$ cat config.mk
export PLATFORM = sky130hd
export DESIGN_NAME = pfm_h_bridge_motor_driver
export DESIGN_NICKNAME = d
export VERILOG_FILES = /design/src/design/pfm_pkg.sv /design/src/design/pfm_div.sv /design/src/design/pfm_dp.sv /design/src/design/pfm_ctrl.sv /design/src/design/pfm_h_bridge_motor_driver.sv
export SDC_FILE = /design/constraint.sdc
export NUM_CORES = 1
export LEC_CHECK = 0
export ABC_CLOCK_PERIOD_IN_PS = 11700
export BUFFER_PORTS_ARGS = -buffer_cell sky130_fd_sc_hd__clkbuf_2
export CAP_MARGIN = 20
export CORE_MARGIN = 10
export CORE_UTILIZATION = 45
export CTS_CLUSTER_DIAMETER = 40
export DETAILED_ROUTE_END_ITERATION = 16
export HOLD_SLACK_MARGIN = 0.15
export SLEW_MARGIN = 25
export SYNTH_ARGS = -nofsm -noshare
export SYNTH_HDL_FRONTEND = slang
export SYNTH_HIERARCHICAL = 1
export SYNTH_SLANG_ARGS = --single-unit
$ cat constraint.sdc
create_clock -name clk -period 11.7 [get_ports clk]
set_clock_uncertainty 0.15 [all_clocks]
set_input_delay 0 -clock clk [delete_from_list [all_inputs] [get_ports clk]]
set_output_delay 0 -clock clk [all_outputs]
set_load 0.05 [all_outputs]
$ cat src/design/pfm_pkg.sv
// ----------------------------------------------------------------------------
// pfm_pkg
// Shared constants, codes, types and helpers for the PFM H-bridge driver.
// ----------------------------------------------------------------------------
package pfm_pkg;

    // Wait counter width
    localparam int COUNT_WIDTH = 24;

    // Field widths
    localparam int CFG_W   = 16;
    localparam int DUTY_W  = 8;
    localparam int MAG_W   = 7;
    localparam int KIND_W  = 2;
    localparam int OUT_W   = 16;

    // Full scale duty in percent
    localparam int DUTY_FULL = 100;
    localparam logic signed [DUTY_W-1:0] DUTY_POS = DUTY_W'(DUTY_FULL);
    localparam logic signed [DUTY_W-1:0] DUTY_NEG = -DUTY_POS;

    // Divider: on_time*100 fits 23 bits, padded to a multiple of the radix
    localparam int NUM_W      = 24;
    localparam int DIV_RADIX  = 3;
    localparam int DIV_CYCLES = NUM_W / DIV_RADIX;
    localparam int DIV_CNT_W  = $clog2(DIV_CYCLES);

    // Wide width used ahead of counter saturation
    localparam int WIDE_W = 33;

    // Item kinds
    localparam logic [KIND_W-1:0] KIND_TICK  = 2'd0;
    localparam logic [KIND_W-1:0] KIND_DRIVE = 2'd1;
    localparam logic [KIND_W-1:0] KIND_BRAKE = 2'd2;

    // Configuration register indexes
    localparam logic CFG_ON_TIME   = 1'b0;
    localparam logic CFG_DEAD_TIME = 1'b1;

    // Controller states
    typedef enum logic [2:0] {
        ST_IDLE,
        ST_DECIDE,
        ST_MUL,
        ST_DIV,
        ST_COMMIT
    } ctrl_state_t;

    // Controller -> datapath commands
    typedef struct packed {
        logic load_item;
        logic mul;
        logic div_start;
        logic commit;
    } cmd_t;

    // Datapath -> controller status
    typedef struct packed {
        logic need_div;
        logic div_done;
        logic out_free;
    } status_t;

    // Saturate a value into the wait counter range
    function automatic logic [COUNT_WIDTH-1:0] clamp_count(input logic [WIDE_W-1:0] v);
        logic [WIDE_W-1:0] max_w;
        max_w = WIDE_W'({COUNT_WIDTH{1'b1}});
        if (v > max_w)
        begin
            return {COUNT_WIDTH{1'b1}};
        end
        return v[COUNT_WIDTH-1:0];
    endfunction

endpackage

$ cat src/design/pfm_div.sv
// ----------------------------------------------------------------------------
// pfm_div
// Iterative restoring divider, several quotient bits per cycle.
// ----------------------------------------------------------------------------
module pfm_div (
    input  logic                             clk,
    input  logic                             rst_n,
    input  logic                             start,
    input  logic [pfm_pkg::NUM_W-1:0]        num,
    input  logic [pfm_pkg::MAG_W-1:0]        den,
    output logic                             done,
    output logic [pfm_pkg::NUM_W-1:0]        quo
);

    logic [pfm_pkg::NUM_W-1:0]     quo_reg, quo_next;
    logic [pfm_pkg::MAG_W-1:0]     rem_reg, rem_next;
    logic [pfm_pkg::MAG_W-1:0]     den_reg, den_next;
    logic [pfm_pkg::DIV_CNT_W-1:0] cnt_reg, cnt_next;
    logic                          busy_reg, busy_next;
    logic                          done_reg, done_next;

    // Radix steps for one cycle
    logic [pfm_pkg::NUM_W-1:0] q_step;
    logic [pfm_pkg::MAG_W-1:0] r_step;
    logic [pfm_pkg::MAG_W:0]   trial;

    always_comb
    begin
        q_step = quo_reg;
        r_step = rem_reg;
        trial  = '0;
        for (int i = 0; i < pfm_pkg::DIV_RADIX; i++)
        begin
            trial  = {r_step, q_step[pfm_pkg::NUM_W-1]};
            q_step = {q_step[pfm_pkg::NUM_W-2:0], 1'b0};
            if (trial >= {1'b0, den_reg})
            begin
                r_step    = pfm_pkg::MAG_W'(trial - {1'b0, den_reg});
                q_step[0] = 1'b1;
            end
            else
            begin
                r_step = trial[pfm_pkg::MAG_W-1:0];
            end
        end
    end

    // Sequencing
    always_comb
    begin
        quo_next  = quo_reg;
        rem_next  = rem_reg;
        den_next  = den_reg;
        cnt_next  = cnt_reg;
        busy_next = busy_reg;
        done_next = 1'b0;
        if (start)
        begin
            quo_next  = num;
            rem_next  = '0;
            den_next  = den;
            cnt_next  = pfm_pkg::DIV_CNT_W'(pfm_pkg::DIV_CYCLES - 1);
            busy_next = 1'b1;
        end
        else if (busy_reg)
        begin
            quo_next = q_step;
            rem_next = r_step;
            if (cnt_reg == '0)
            begin
                busy_next = 1'b0;
                done_next = 1'b1;
            end
            else
            begin
                cnt_next = cnt_reg - pfm_pkg::DIV_CNT_W'(1);
            end
        end
    end

    always_ff @(posedge clk or negedge rst_n)
    begin
        if (!rst_n)
        begin
            busy_reg <= 1'b0;
            done_reg <= 1'b0;
        end
        else
        begin
            busy_reg <= busy_next;
            done_reg <= done_next;
        end
    end

    always_ff @(posedge clk)
    begin
        quo_reg <= quo_next;
        rem_reg <= rem_next;
        den_reg <= den_next;
        cnt_reg <= cnt_next;
    end

    assign done = done_reg;
    assign quo  = quo_reg;

endmodule

$ cat src/design/pfm_dp.sv
// ----------------------------------------------------------------------------
// pfm_dp
// Datapath: config registers, bridge state, off-gap arithmetic, output beat.
// ----------------------------------------------------------------------------
module pfm_dp (
    input  logic                          clk,
    input  logic                          rst_n,
    // configuration
    input  logic                          cfg_we,
    input  logic                          cfg_index,
    input  logic [pfm_pkg::CFG_W-1:0]     cfg_data,
    // input item
    input  logic [pfm_pkg::KIND_W-1:0]    in_kind,
    input  logic [pfm_pkg::DUTY_W-1:0]    in_duty,
    // output beat
    output logic                          out_valid,
    input  logic                          out_ready,
    output logic [pfm_pkg::OUT_W-1:0]     out_data,
    // control
    input  pfm_pkg::cmd_t                 cmd,
    output pfm_pkg::status_t              status
);

    // Configuration
    logic [pfm_pkg::CFG_W-1:0] on_time_reg, dead_time_reg;

    // Captured item
    logic [pfm_pkg::KIND_W-1:0]        kind_reg;
    logic signed [pfm_pkg::DUTY_W-1:0] duty_in_reg;

    // Bridge state
    logic [pfm_pkg::COUNT_WIDTH-1:0]   wait_reg, wait_next;
    logic                              braking_reg, braking_next;
    logic signed [pfm_pkg::DUTY_W-1:0] duty_reg, duty_next;
    logic                              level_a_reg, level_a_next;
    logic                              level_b_reg, level_b_next;

    // Output register
    logic                         out_valid_reg, out_valid_next;
    logic [pfm_pkg::OUT_W-1:0]    out_data_reg;

    // Arithmetic
    logic [pfm_pkg::NUM_W-1:0]       full_reg;
    logic [pfm_pkg::NUM_W-1:0]       quo;
    logic                            div_done;
    logic [pfm_pkg::WIDE_W-1:0]      gap_wide;
    logic [pfm_pkg::COUNT_WIDTH-1:0] gap_count;
    logic [pfm_pkg::COUNT_WIDTH-1:0] on_count, dead_count;

    // Decode of the stored duty
    logic                     duty_nz, fwd, act_level, opp_level;
    logic [pfm_pkg::MAG_W-1:0] mag;
    logic signed [pfm_pkg::DUTY_W-1:0] duty_sat;

    always_comb
    begin
        duty_nz   = (duty_reg != '0);
        fwd       = duty_nz && !duty_reg[pfm_pkg::DUTY_W-1];
        mag       = duty_reg[pfm_pkg::DUTY_W-1] ? pfm_pkg::MAG_W'(-duty_reg)
                                                : pfm_pkg::MAG_W'(duty_reg);
        act_level = fwd ? level_a_reg : level_b_reg;
        opp_level = fwd ? level_b_reg : level_a_reg;
    end

    // Saturate the commanded duty
    always_comb
    begin
        if (duty_in_reg > pfm_pkg::DUTY_POS)
        begin
            duty_sat = pfm_pkg::DUTY_POS;
        end
        else if (duty_in_reg < pfm_pkg::DUTY_NEG)
        begin
            duty_sat = pfm_pkg::DUTY_NEG;
        end
        else
        begin
            duty_sat = duty_in_reg;
        end
    end

    // Off gap = on_time*100/|duty| - on_time, floored at zero
    pfm_div u_div (
        .clk   (clk),
        .rst_n (rst_n),
        .start (cmd.div_start),
        .num   (full_reg),
        .den   (mag),
        .done  (div_done),
        .quo   (quo)
    );

    always_comb
    begin
        if (quo >= pfm_pkg::NUM_W'(on_time_reg))
        begin
            gap_wide = pfm_pkg::WIDE_W'(quo - pfm_pkg::NUM_W'(on_time_reg));
        end
        else
        begin
            gap_wide = '0;
        end
        gap_count  = pfm_pkg::clamp_count(gap_wide);
        on_count   = pfm_pkg::clamp_count(pfm_pkg::WIDE_W'(on_time_reg));
        dead_count = pfm_pkg::clamp_count(pfm_pkg::WIDE_W'(dead_time_reg));
    end

    // Status to controller
    always_comb
    begin
        status.need_div = (kind_reg == pfm_pkg::KIND_TICK) && (wait_reg == '0) &&
                          !braking_reg && duty_nz && !opp_level && act_level;
        status.div_done = div_done;
        status.out_free = !out_valid_reg || out_ready;
    end

    // Next bridge state for the captured item
    always_comb
    begin
        wait_next    = wait_reg;
        braking_next = braking_reg;
        duty_next    = duty_reg;
        level_a_next = level_a_reg;
        level_b_next = level_b_reg;
        case (kind_reg)
            pfm_pkg::KIND_TICK:
            begin
                if (wait_reg != '0)
                begin
                    wait_next = wait_reg - pfm_pkg::COUNT_WIDTH'(1);
                end
                else if (braking_reg)
                begin
                    if (level_a_reg || level_b_reg)
                    begin
                        level_a_next = 1'b0;
                        level_b_next = 1'b0;
                        wait_next    = dead_count;
                    end
                    else
                    begin
                        level_a_next = 1'b1;
                        level_b_next = 1'b1;
                    end
                end
                else if (duty_nz)
                begin
                    if (opp_level)
                    begin
                        level_a_next = 1'b0;
                        level_b_next = 1'b0;
                        wait_next    = dead_count;
                    end
                    else if (act_level)
                    begin
                        if (fwd)
                        begin
                            level_a_next = 1'b0;
                        end
                        else
                        begin
                            level_b_next = 1'b0;
                        end
                        wait_next = gap_count;
                    end
                    else
                    begin
                        if (fwd)
                        begin
                            level_a_next = 1'b1;
                        end
                        else
                        begin
                            level_b_next = 1'b1;
                        end
                        wait_next = on_count;
                    end
                end
                else
                begin
                    level_a_next = 1'b0;
                    level_b_next = 1'b0;
                end
            end
            pfm_pkg::KIND_DRIVE:
            begin
                braking_next = 1'b0;
                duty_next    = duty_sat;
            end
            pfm_pkg::KIND_BRAKE:
            begin
                braking_next = 1'b1;
            end
            default:
            begin
                // unused kind leaves the state alone
            end
        endcase
    end

    // Output valid flag
    always_comb
    begin
        out_valid_next = out_valid_reg;
        if (cmd.commit)
        begin
            out_valid_next = 1'b1;
        end
        else if (out_ready)
        begin
            out_valid_next = 1'b0;
        end
    end

    // Control and state registers
    always_ff @(posedge clk or negedge rst_n)
    begin
        if (!rst_n)
        begin
            on_time_reg   <= pfm_pkg::CFG_W'(10);
            dead_time_reg <= pfm_pkg::CFG_W'(10);
            wait_reg      <= '0;
            braking_reg   <= 1'b0;
            duty_reg      <= '0;
            level_a_reg   <= 1'b0;
            level_b_reg   <= 1'b0;
            out_valid_reg <= 1'b0;
        end
        else
        begin
            if (cfg_we && cfg_index == pfm_pkg::CFG_ON_TIME)
            begin
                on_time_reg <= cfg_data;
            end
            if (cfg_we && cfg_index == pfm_pkg::CFG_DEAD_TIME)
            begin
                dead_time_reg <= cfg_data;
            end
            if (cmd.commit)
            begin
                wait_reg    <= wait_next;
                braking_reg <= braking_next;
                duty_reg    <= duty_next;
                level_a_reg <= level_a_next;
                level_b_reg <= level_b_next;
            end
            out_valid_reg <= out_valid_next;
        end
    end

    // Payload registers
    always_ff @(posedge clk)
    begin
        if (cmd.load_item)
        begin
            kind_reg    <= in_kind;
            duty_in_reg <= in_duty;
        end
        if (cmd.mul)
        begin
            full_reg <= pfm_pkg::NUM_W'(on_time_reg) * pfm_pkg::NUM_W'(pfm_pkg::DUTY_FULL);
        end
        if (cmd.commit)
        begin
            out_data_reg <= pfm_pkg::OUT_W'({duty_next, level_b_next, level_a_next});
        end
    end

    assign out_valid = out_valid_reg;
    assign out_data  = out_data_reg;

endmodule

$ cat src/design/pfm_ctrl.sv
// ----------------------------------------------------------------------------
// pfm_ctrl
// Controller: sequences capture, off-gap division and state commit.
// ----------------------------------------------------------------------------
module pfm_ctrl (
    input  logic              clk,
    input  logic              rst_n,
    input  logic              in_valid,
    output logic              in_ready,
    input  pfm_pkg::status_t  status,
    output pfm_pkg::cmd_t     cmd
);

    pfm_pkg::ctrl_state_t state_reg, state_next;

    // State register
    always_ff @(posedge clk or negedge rst_n)
    begin
        if (!rst_n)
        begin
            state_reg <= pfm_pkg::ST_IDLE;
        end
        else
        begin
            state_reg <= state_next;
        end
    end

    // Next state and commands
    always_comb
    begin
        state_next = state_reg;
        in_ready   = 1'b0;
        cmd        = '0;
        case (state_reg)
            pfm_pkg::ST_IDLE:
            begin
                in_ready = 1'b1;
                if (in_valid)
                begin
                    cmd.load_item = 1'b1;
                    state_next    = pfm_pkg::ST_DECIDE;
                end
            end
            pfm_pkg::ST_DECIDE:
            begin
                if (status.need_div)
                begin
                    cmd.mul    = 1'b1;
                    state_next = pfm_pkg::ST_MUL;
                end
                else
                begin
                    state_next = pfm_pkg::ST_COMMIT;
                end
            end
            pfm_pkg::ST_MUL:
            begin
                cmd.div_start = 1'b1;
                state_next    = pfm_pkg::ST_DIV;
            end
            pfm_pkg::ST_DIV:
            begin
                if (status.div_done)
                begin
                    state_next = pfm_pkg::ST_COMMIT;
                end
            end
            pfm_pkg::ST_COMMIT:
            begin
                if (status.out_free)
                begin
                    cmd.commit = 1'b1;
                    state_next = pfm_pkg::ST_IDLE;
                end
            end
            default:
            begin
                state_next = pfm_pkg::ST_IDLE;
            end
        endcase
    end

endmodule

$ cat src/design/pfm_h_bridge_motor_driver.sv
// ----------------------------------------------------------------------------
// Flow: an accepted beat passes decide, then commit; a tick that starts an off
//   gap first does the multiply, then the iterative radix-8 divide.
// The controller handles one beat at a time: no new beat is taken until the
//   result is committed, and commit waits for a free output slot.
// Reset: async active low; pins low, duty 0, counter 0, on/dead time 10.
// ----------------------------------------------------------------------------
// pfm_h_bridge_motor_driver
// Pulse frequency modulated H-bridge driver with brake and dead time.
// ----------------------------------------------------------------------------
module pfm_h_bridge_motor_driver (
    input  logic                          clk,
    input  logic                          rst_n,
    // configuration write port
    input  logic                          cfg_we,
    input  logic                          cfg_index,
    input  logic [pfm_pkg::CFG_W-1:0]     cfg_data,
    // input stream
    input  logic                          s_axis_tvalid,
    output logic                          s_axis_tready,
    input  logic [pfm_pkg::DUTY_W-1:0]    s_axis_tdata,   // [7:0] duty
    input  logic [pfm_pkg::KIND_W-1:0]    s_axis_tuser,   // [1:0] kind
    // output stream
    output logic                          m_axis_tvalid,
    input  logic                          m_axis_tready,
    output logic [pfm_pkg::OUT_W-1:0]     m_axis_tdata    // [0] pin_a, [1] pin_b,
                                                          // [9:2] duty_now, rest 0
);

    pfm_pkg::cmd_t    cmd;
    pfm_pkg::status_t status;

    pfm_ctrl u_ctrl (
        .clk      (clk),
        .rst_n    (rst_n),
        .in_valid (s_axis_tvalid),
        .in_ready (s_axis_tready),
        .status   (status),
        .cmd      (cmd)
    );

    pfm_dp u_dp (
        .clk       (clk),
        .rst_n     (rst_n),
        .cfg_we    (cfg_we),
        .cfg_index (cfg_index),
        .cfg_data  (cfg_data),
        .in_kind   (s_axis_tuser),
        .in_duty   (s_axis_tdata),
        .out_valid (m_axis_tvalid),
        .out_ready (m_axis_tready),
        .out_data  (m_axis_tdata),
        .cmd       (cmd),
        .status    (status)
    );

    // Commit only into a free output slot
    a_commit_free: assert property (@(posedge clk) disable iff (!rst_n)
        cmd.commit |-> status.out_free)
        else $error("commit while output beat still pending");

    // Division only started for an off-gap tick
    a_div_needed: assert property (@(posedge clk) disable iff (!rst_n)
        cmd.div_start |-> status.need_div)
        else $error("divider started without an off gap to compute");

    // One beat in flight: ready drops after acceptance
    a_one_item: assert property (@(posedge clk) disable iff (!rst_n)
        (s_axis_tvalid && s_axis_tready) |=> !s_axis_tready)
        else $error("second beat accepted while first still in work");

endmodule

== After elaboration in Yosys (flattened, before gate mapping) ==
Index checks and enable logic that the tools add are counted.

* Reductions and logical operators: 28
* Order comparisons: 7
* Add/sub/neg operators: 7
* Muxes and demuxes: 63
* Bitwise operators: 2
* Eq/ne operators: 10
* $mul: 1

{| class="wikitable"
|+ Operator list
! cell !! count
|-
| $mux W24 || 9
|-
| $mux W1 || 39
|-
| $gt A33 B24 Y1 const B || 1
|-
| $mux W33 || 1
|-
| $mux W7 || 4
|-
| $sub A24 B16 Y25 || 1
|-
| $ge A24 B16 Y1 || 1
|-
| $ge A8 B7 Y1 || 3
|-
| $logic_not A24 Y1 || 1
|-
| $mux W8 || 3
|-
| $reduce_bool A24 Y1 || 1
|-
| $sub A24 B1 Y24 const B || 1
|-
| $mux W23 || 1
|-
| $mul A16 B5 Y21 const B || 1
|-
| $sub A7 B7 Y7 || 3
|-
| $pmux W3 S5 || 1
|-
| $mux W3 || 4
|-
| $gt A8 B8 Y1 const B || 1
|-
| $logic_and A1 B1 Y1 || 8
|-
| $lt A8 B8 Y1 const B || 1
|-
| $reduce_bool A8 Y1 || 1
|-
| $neg A7 Y7 || 1
|-
| $eq A3 B2 Y1 const B || 2
|-
| $logic_not A3 Y1 || 2
|-
| 18 further kinds || 27
|}

* Output and inout bits: 18
* Register bits: 155
* Input bits: 32
* Word-level logic and storage cells: 138

== Longest topological paths before layout ==
* Word-level depth: 10
* Mapped depth: 28

== Hierarchy ==
The synthesis kept the hierarchy.

{| class="wikitable"
|+ By module, submodules not included
! module !! instances !! area each (um2) !! cells each
|-
| pfm_dp || 1 || 7941.4 || 855
|-
| pfm_div || 1 || 3022.9 || 286
|-
| pfm_ctrl || 1 || 196.4 || 20
|}

== Worst setup path before layout ==
OpenSTA, ideal clock, no wires.

* Path kind: reg-to-reg
* From: reg u_dp.u_div.quo_reg (netlist bit u_dp/u_div/quo[23])
* To: reg u_dp.u_div.quo_reg (netlist bit u_dp/u_div/quo[0]), data pin
* Stages on the path, launching flop included: 28
* Setup slack: 5674 ps
* Arrival: 5604 ps
* Setup time: 272 ps
* Cells stage by stage: edfxtp_1 > inv_1 > ha_1 > inv_1 > fa_1 > nand3_1 > a31o_2 > and2_4 > buf_8 > mux2i_1 > inv_1 > ha_1 > nor2b_1 > o21ai_0 > a41o_1 > a21oi_1 > or2_1 > buf_4 > buf_6 > mux2_2 > ha_1 > a21oi_1 > nand2_1 > a211o_1 > a2111oi_2 > o21ai_2 > o21ai_0 > o21ai_0

* Word-level cells in the longest chain between the ends: 7
* Elaborated cells between the ends (all ways): 9
* Those cells by class: add/sub (2); order compare (3); mux (4)

{| class="wikitable"
|+ RTL lines
! item !! RTL line !! text
|-
| start, declared || pfm_div.sv:15 || <nowiki>logic [pfm_pkg::NUM_W-1:0] quo_reg, quo_next;</nowiki>
|-
| start signal, assigned || pfm_div.sv:97 || <nowiki>quo_reg <= quo_next;</nowiki>
|-
| $sub A7 B7 Y7 / $ge A8 B7 Y1 (equally long branches) || pfm_div.sv:38, pfm_div.sv:36 ||
|-
| $mux W7 (*) || pfm_div.sv:36 || <nowiki>if (trial >= {1'b0, den_reg})</nowiki>
|-
| $sub A7 B7 Y7 / $ge A8 B7 Y1 (equally long branches) || pfm_div.sv:38, pfm_div.sv:36 ||
|-
| $mux W7 (*) || pfm_div.sv:36 ||
|-
| $ge A8 B7 Y1 (*) || pfm_div.sv:36 ||
|-
| $mux W1 (*) || pfm_div.sv:36 ||
|-
| $mux W24 (*) || pfm_div.sv:65 || <nowiki>else if (busy_reg)</nowiki>
|}

Mark *: on every way between the ends. The rest lies on a longest branch, timed or not. The select of a mux whose other input is x is not followed.
A chain may end at the register's enable or synchronous reset.

== Worst setup path in the final report ==
Ends and elaborated chain as after synthesis.

==> flow_summary.toml <==
[placed_design]
dp_cells = 1494
buffer_ports.inserted = 43
gp_congestion = 0.943
placed_cell_area_sq_um = 11600
pre_cts_ws_ns = 4.58
dpl.hpwl_mm = 20.8

[outcome]
status = "complete, no violations"

[worst_setup_path]
crit_family = "compound AO/OA/AOI/OAI gates"
critPathKind = "flip-flop to flip-flop"
startpoint = "u_dp/u_div/quo[23]"
cp.required_ns = 11.70
r2r_end = "u_dp/u_div/quo[0]"
cpPeakStageDelay_ns = 0.78
r2r_start = "u_dp/u_div/quo[23]"
cp-endpoint = "u_dp/u_div/quo[0]"
critical_path_arrival_ns = 7.20
reg2reg_slack_ns = 4.50
path_buf_inv = 3
cp_max_fo = 20
reg2reg_depth = 24
cp_cell_sequence = "inv_1 > ha_1 > inv_1 > fa_1 > nand3_1 > a31o_2 > and2_4 > mux2i_1 > inv_1 > ha_1 > nor2b_1 > o21ai_0 > a41o_1 > a21oi_1 > or2_1 > mux2_2 > ha_1 > a21oi_1 > nand2_1 > a211o_1 > a2111oi_2 > o21ai_2 > o21ai_0 > o21ai_0"
cp-end-kind = "flip-flop"
start_kind = "flip-flop"
critPathSlowestCell = "a2111oi_2"
cp_num_cells = 24

[logic_synthesis]
synth_top_area_share_pct = 19.4
syn_avg_cell_area_sq_um = 9.61
syn_area_sq_um = 11200
synth.most_common_cell = "inv_1"
synth-seq-area-share_pct = 37.6
synthFlopType = "edfxtp_1"
yosysWarnings = 6
synth_edf_count = 72
yosys-top-cells-count = "inv_1 (107), ha_1 (98), nand2_1 (88)"
ys_types = 90
ys_ff_latch = 155
synthCells = 1161
synth_area_leaders = "edfxtp_1 (19%), dfrtp_1 (15%), ha_1 (11%), mux2_2 (4.8%), inv_1 (3.6%)"
synth_top_cell_by_area = "edfxtp_1"
synthArstFlopShare_pct = 47.1

[layout]
final_area_sq_um = 12800
synthToLayoutAreaGrowth_pct = 14.3
layout-drive-gt1-share_pct = 13.4
final_nets = 1383
antennaDiodeCount = 0
final_cells = 1575

[drt]
remaining_drc_errors = 0
drtIter0Drc = 625
first_pass_iters = 5
totalWireLength_mm = 28.3
detail-route-antenna-nets = 0
wire_per_inst_microns = 18.0
vias_per_cell = 5.66
vias = 8921

[global_routing]
grt_pass1_wl_mm = 45.5
gr-usage-met3_pct = 2.23
grt_max_degree = 61
antenna_found_initial = 0
met2_usage_pct = 30.7
grt_pass1_vias = 8602
use_met1_pct = 23.4
grt_util_all_layers_pct = 18.0
grt-ovfl-total = 0
grt_busiest_layer = "met2"

[floorplanning]
die_h_microns = 177
fp-row-count = 57
fp.dieArea_sq_um = 31500
fp.dieW_microns = 177
num_io_pins = 50
start_util_pct = 45.8
core_area_sq_um = 24400

[cts]
cts_setup_buffers = 0
cts_buffer_depth = 2
clkSinkCount = 155
cts_tree = "built"
h-tree-depth = 4
ctsResizeCount = 0
insertion_delay_ns = 0.44
hold_buffers = 49
cts_root_buf = "clkbuf_16"
cts_made_buffers = 17
clkTransAtPathRegs_ns = 0.07

[timing]
rsz0062_at_grt = "false"
setup_viol = 0
relSlewSlack_pct = 40.1
post-route-min-period_ns = 7.20
worst_slew_pin_slew_ns = 0.895
final.setup.tns_ns = 0
post-route-period-util_pct = 61.6
hold_viol_final = 0
finalWorstSetupSlack_ns = 4.50
fmax_ghz = 0.139
final_max_slew_viol_count = 0

[power_and_ir_drop]
power.density_nw_per_um2 = 219
sw_frac_of_total_pct = 42.2
power.total_mw = 2.79
peakVddDrop_uv = 115
p_seq_share_pct = 27.9
pwr-share-comb_pct = 49.9
p_int_mw = 1.61
p_leak_nw = 5.44
pwr-share-clk_pct = 22.2
p_sw_mw = 1.18

[hold_path]
hold_depth = 4
hp-start = "cfg_data[12]"
min_path_type = "input port to flip-flop"

[flow_run]
cap_violations = 0
-- tightest hold or removal path, cell delays in order --
cell	delay [ns]
dlygate4sd3_1	0.52
clkbuf_2	0.12
nand2_1	0.05
o21ai_0	0.06
-- metrics by stage --
step                      hold slack (ns)  utilization [%]
after floorplan                    -0.446                -
after global placement             0.0274             47.6
after detailed placement           0.0287             47.6
after CTS                           0.178             52.3
after global routing                0.229             52.3
final                               0.204             52.3
-- layout make-up --
cell class	count	area [sq um]
fill	2305	11600
tap	324	405
inverter	107	402
multi-input combinational	856	6330
timing repair buffer	101	776
clock buffer	17	425
sequential	155	4190
clock inverter	15	230
-- layer usage --
metal | vias to the layer above | routed length, microns
met2 | 158 | 14000
met3 | 27 | 879
li1 | 4389 | -
met1 | 4347 | 13000
met5 | - | 0
met4 | 0 | 468
-- cell families (layout without fill, tap and decap cells) --
family | after synthesis | after routing | share of synthesized area, %
flip-flops | 155 | 155 | 37.6
multiplexers | 59 | 59 | 5.83
AND/OR/NAND/NOR | 350 | 350 | 16.0
XOR/XNOR | 36 | 36 | 2.83
AO/OA/AOI/OAI | 289 | 289 | 17.9
other | 1 | 9 | 0.0336
adder cells (fa/ha/maj) | 113 | 113 | 13.7
buffers and inverters | 158 | 240 | 6.20
-- layout by cell type (no fill, tap or decap), types with 10 or more instances in the layout --
| cell type | netlist | layout |
|---|---|---|
| nor3_1 | 37 | 36 |
| a21o_1 | 10 | 10 |
| nand2_1 | 88 | 88 |
| o31ai_1 | 10 | 10 |
| mux2i_1 | 11 | 10 |
| o21ai_0 | 79 | 79 |
| nor2b_1 | 16 | 15 |
| dfxtp_1 | 10 | 10 |
| buf_4 | 9 | 10 |
| o211ai_1 | 11 | 11 |
| dfrtp_1 | 69 | 69 |
| or3_1 | 15 | 15 |
| edfxtp_1 | 72 | 72 |
| clkbuf_2 | 0 | 42 |
| xnor2_1 | 28 | 28 |
| dlygate4sd3_1 | 0 | 49 |
| clkbuf_16 | 0 | 17 |
| a31oi_1 | 12 | 12 |
| nor2_1 | 73 | 72 |
| nand4_1 | 14 | 14 |
| a211oi_1 | 17 | 17 |
| a21oi_1 | 46 | 45 |
| nand2b_1 | 15 | 15 |
| mux2_2 | 48 | 48 |
| o21a_1 | 15 | 15 |
| ha_1 | 98 | 98 |
| inv_1 | 107 | 107 |
| nand3_1 | 31 | 31 |
| fa_1 | 15 | 15 |
-- power by group through the flow --
| stage | clock network (mW) | logic (mW) | registers (mW) |
|---|---|---|---|
| floorplan | 0 | 1.11 | 0.778 |
| global placement | 0 | 1.37 | 0.787 |
| detailed placement | 0 | 1.38 | 0.788 |
| CTS | 0.635 | 1.40 | 0.777 |
| global route | 0.653 | 1.57 | 0.791 |
| finish | 0.619 | 1.40 | 0.779 |
-- how the worst min path moves through the flow --
stage | to | slack, ns
final | u_dp/on_time_reg[12] | 0.20
after global routing | u_dp/dead_time_reg[3] | 0.23
after CTS | u_dp/dead_time_reg[0] | 0.18
after detailed placement | u_dp/duty_in_reg[5] | 0.03
after global placement | u_dp/duty_in_reg[3] | 0.03
after floorplan | u_ctrl/state_reg[0] | -0.45
No activity file was read; power rests on OpenSTA's default activity.
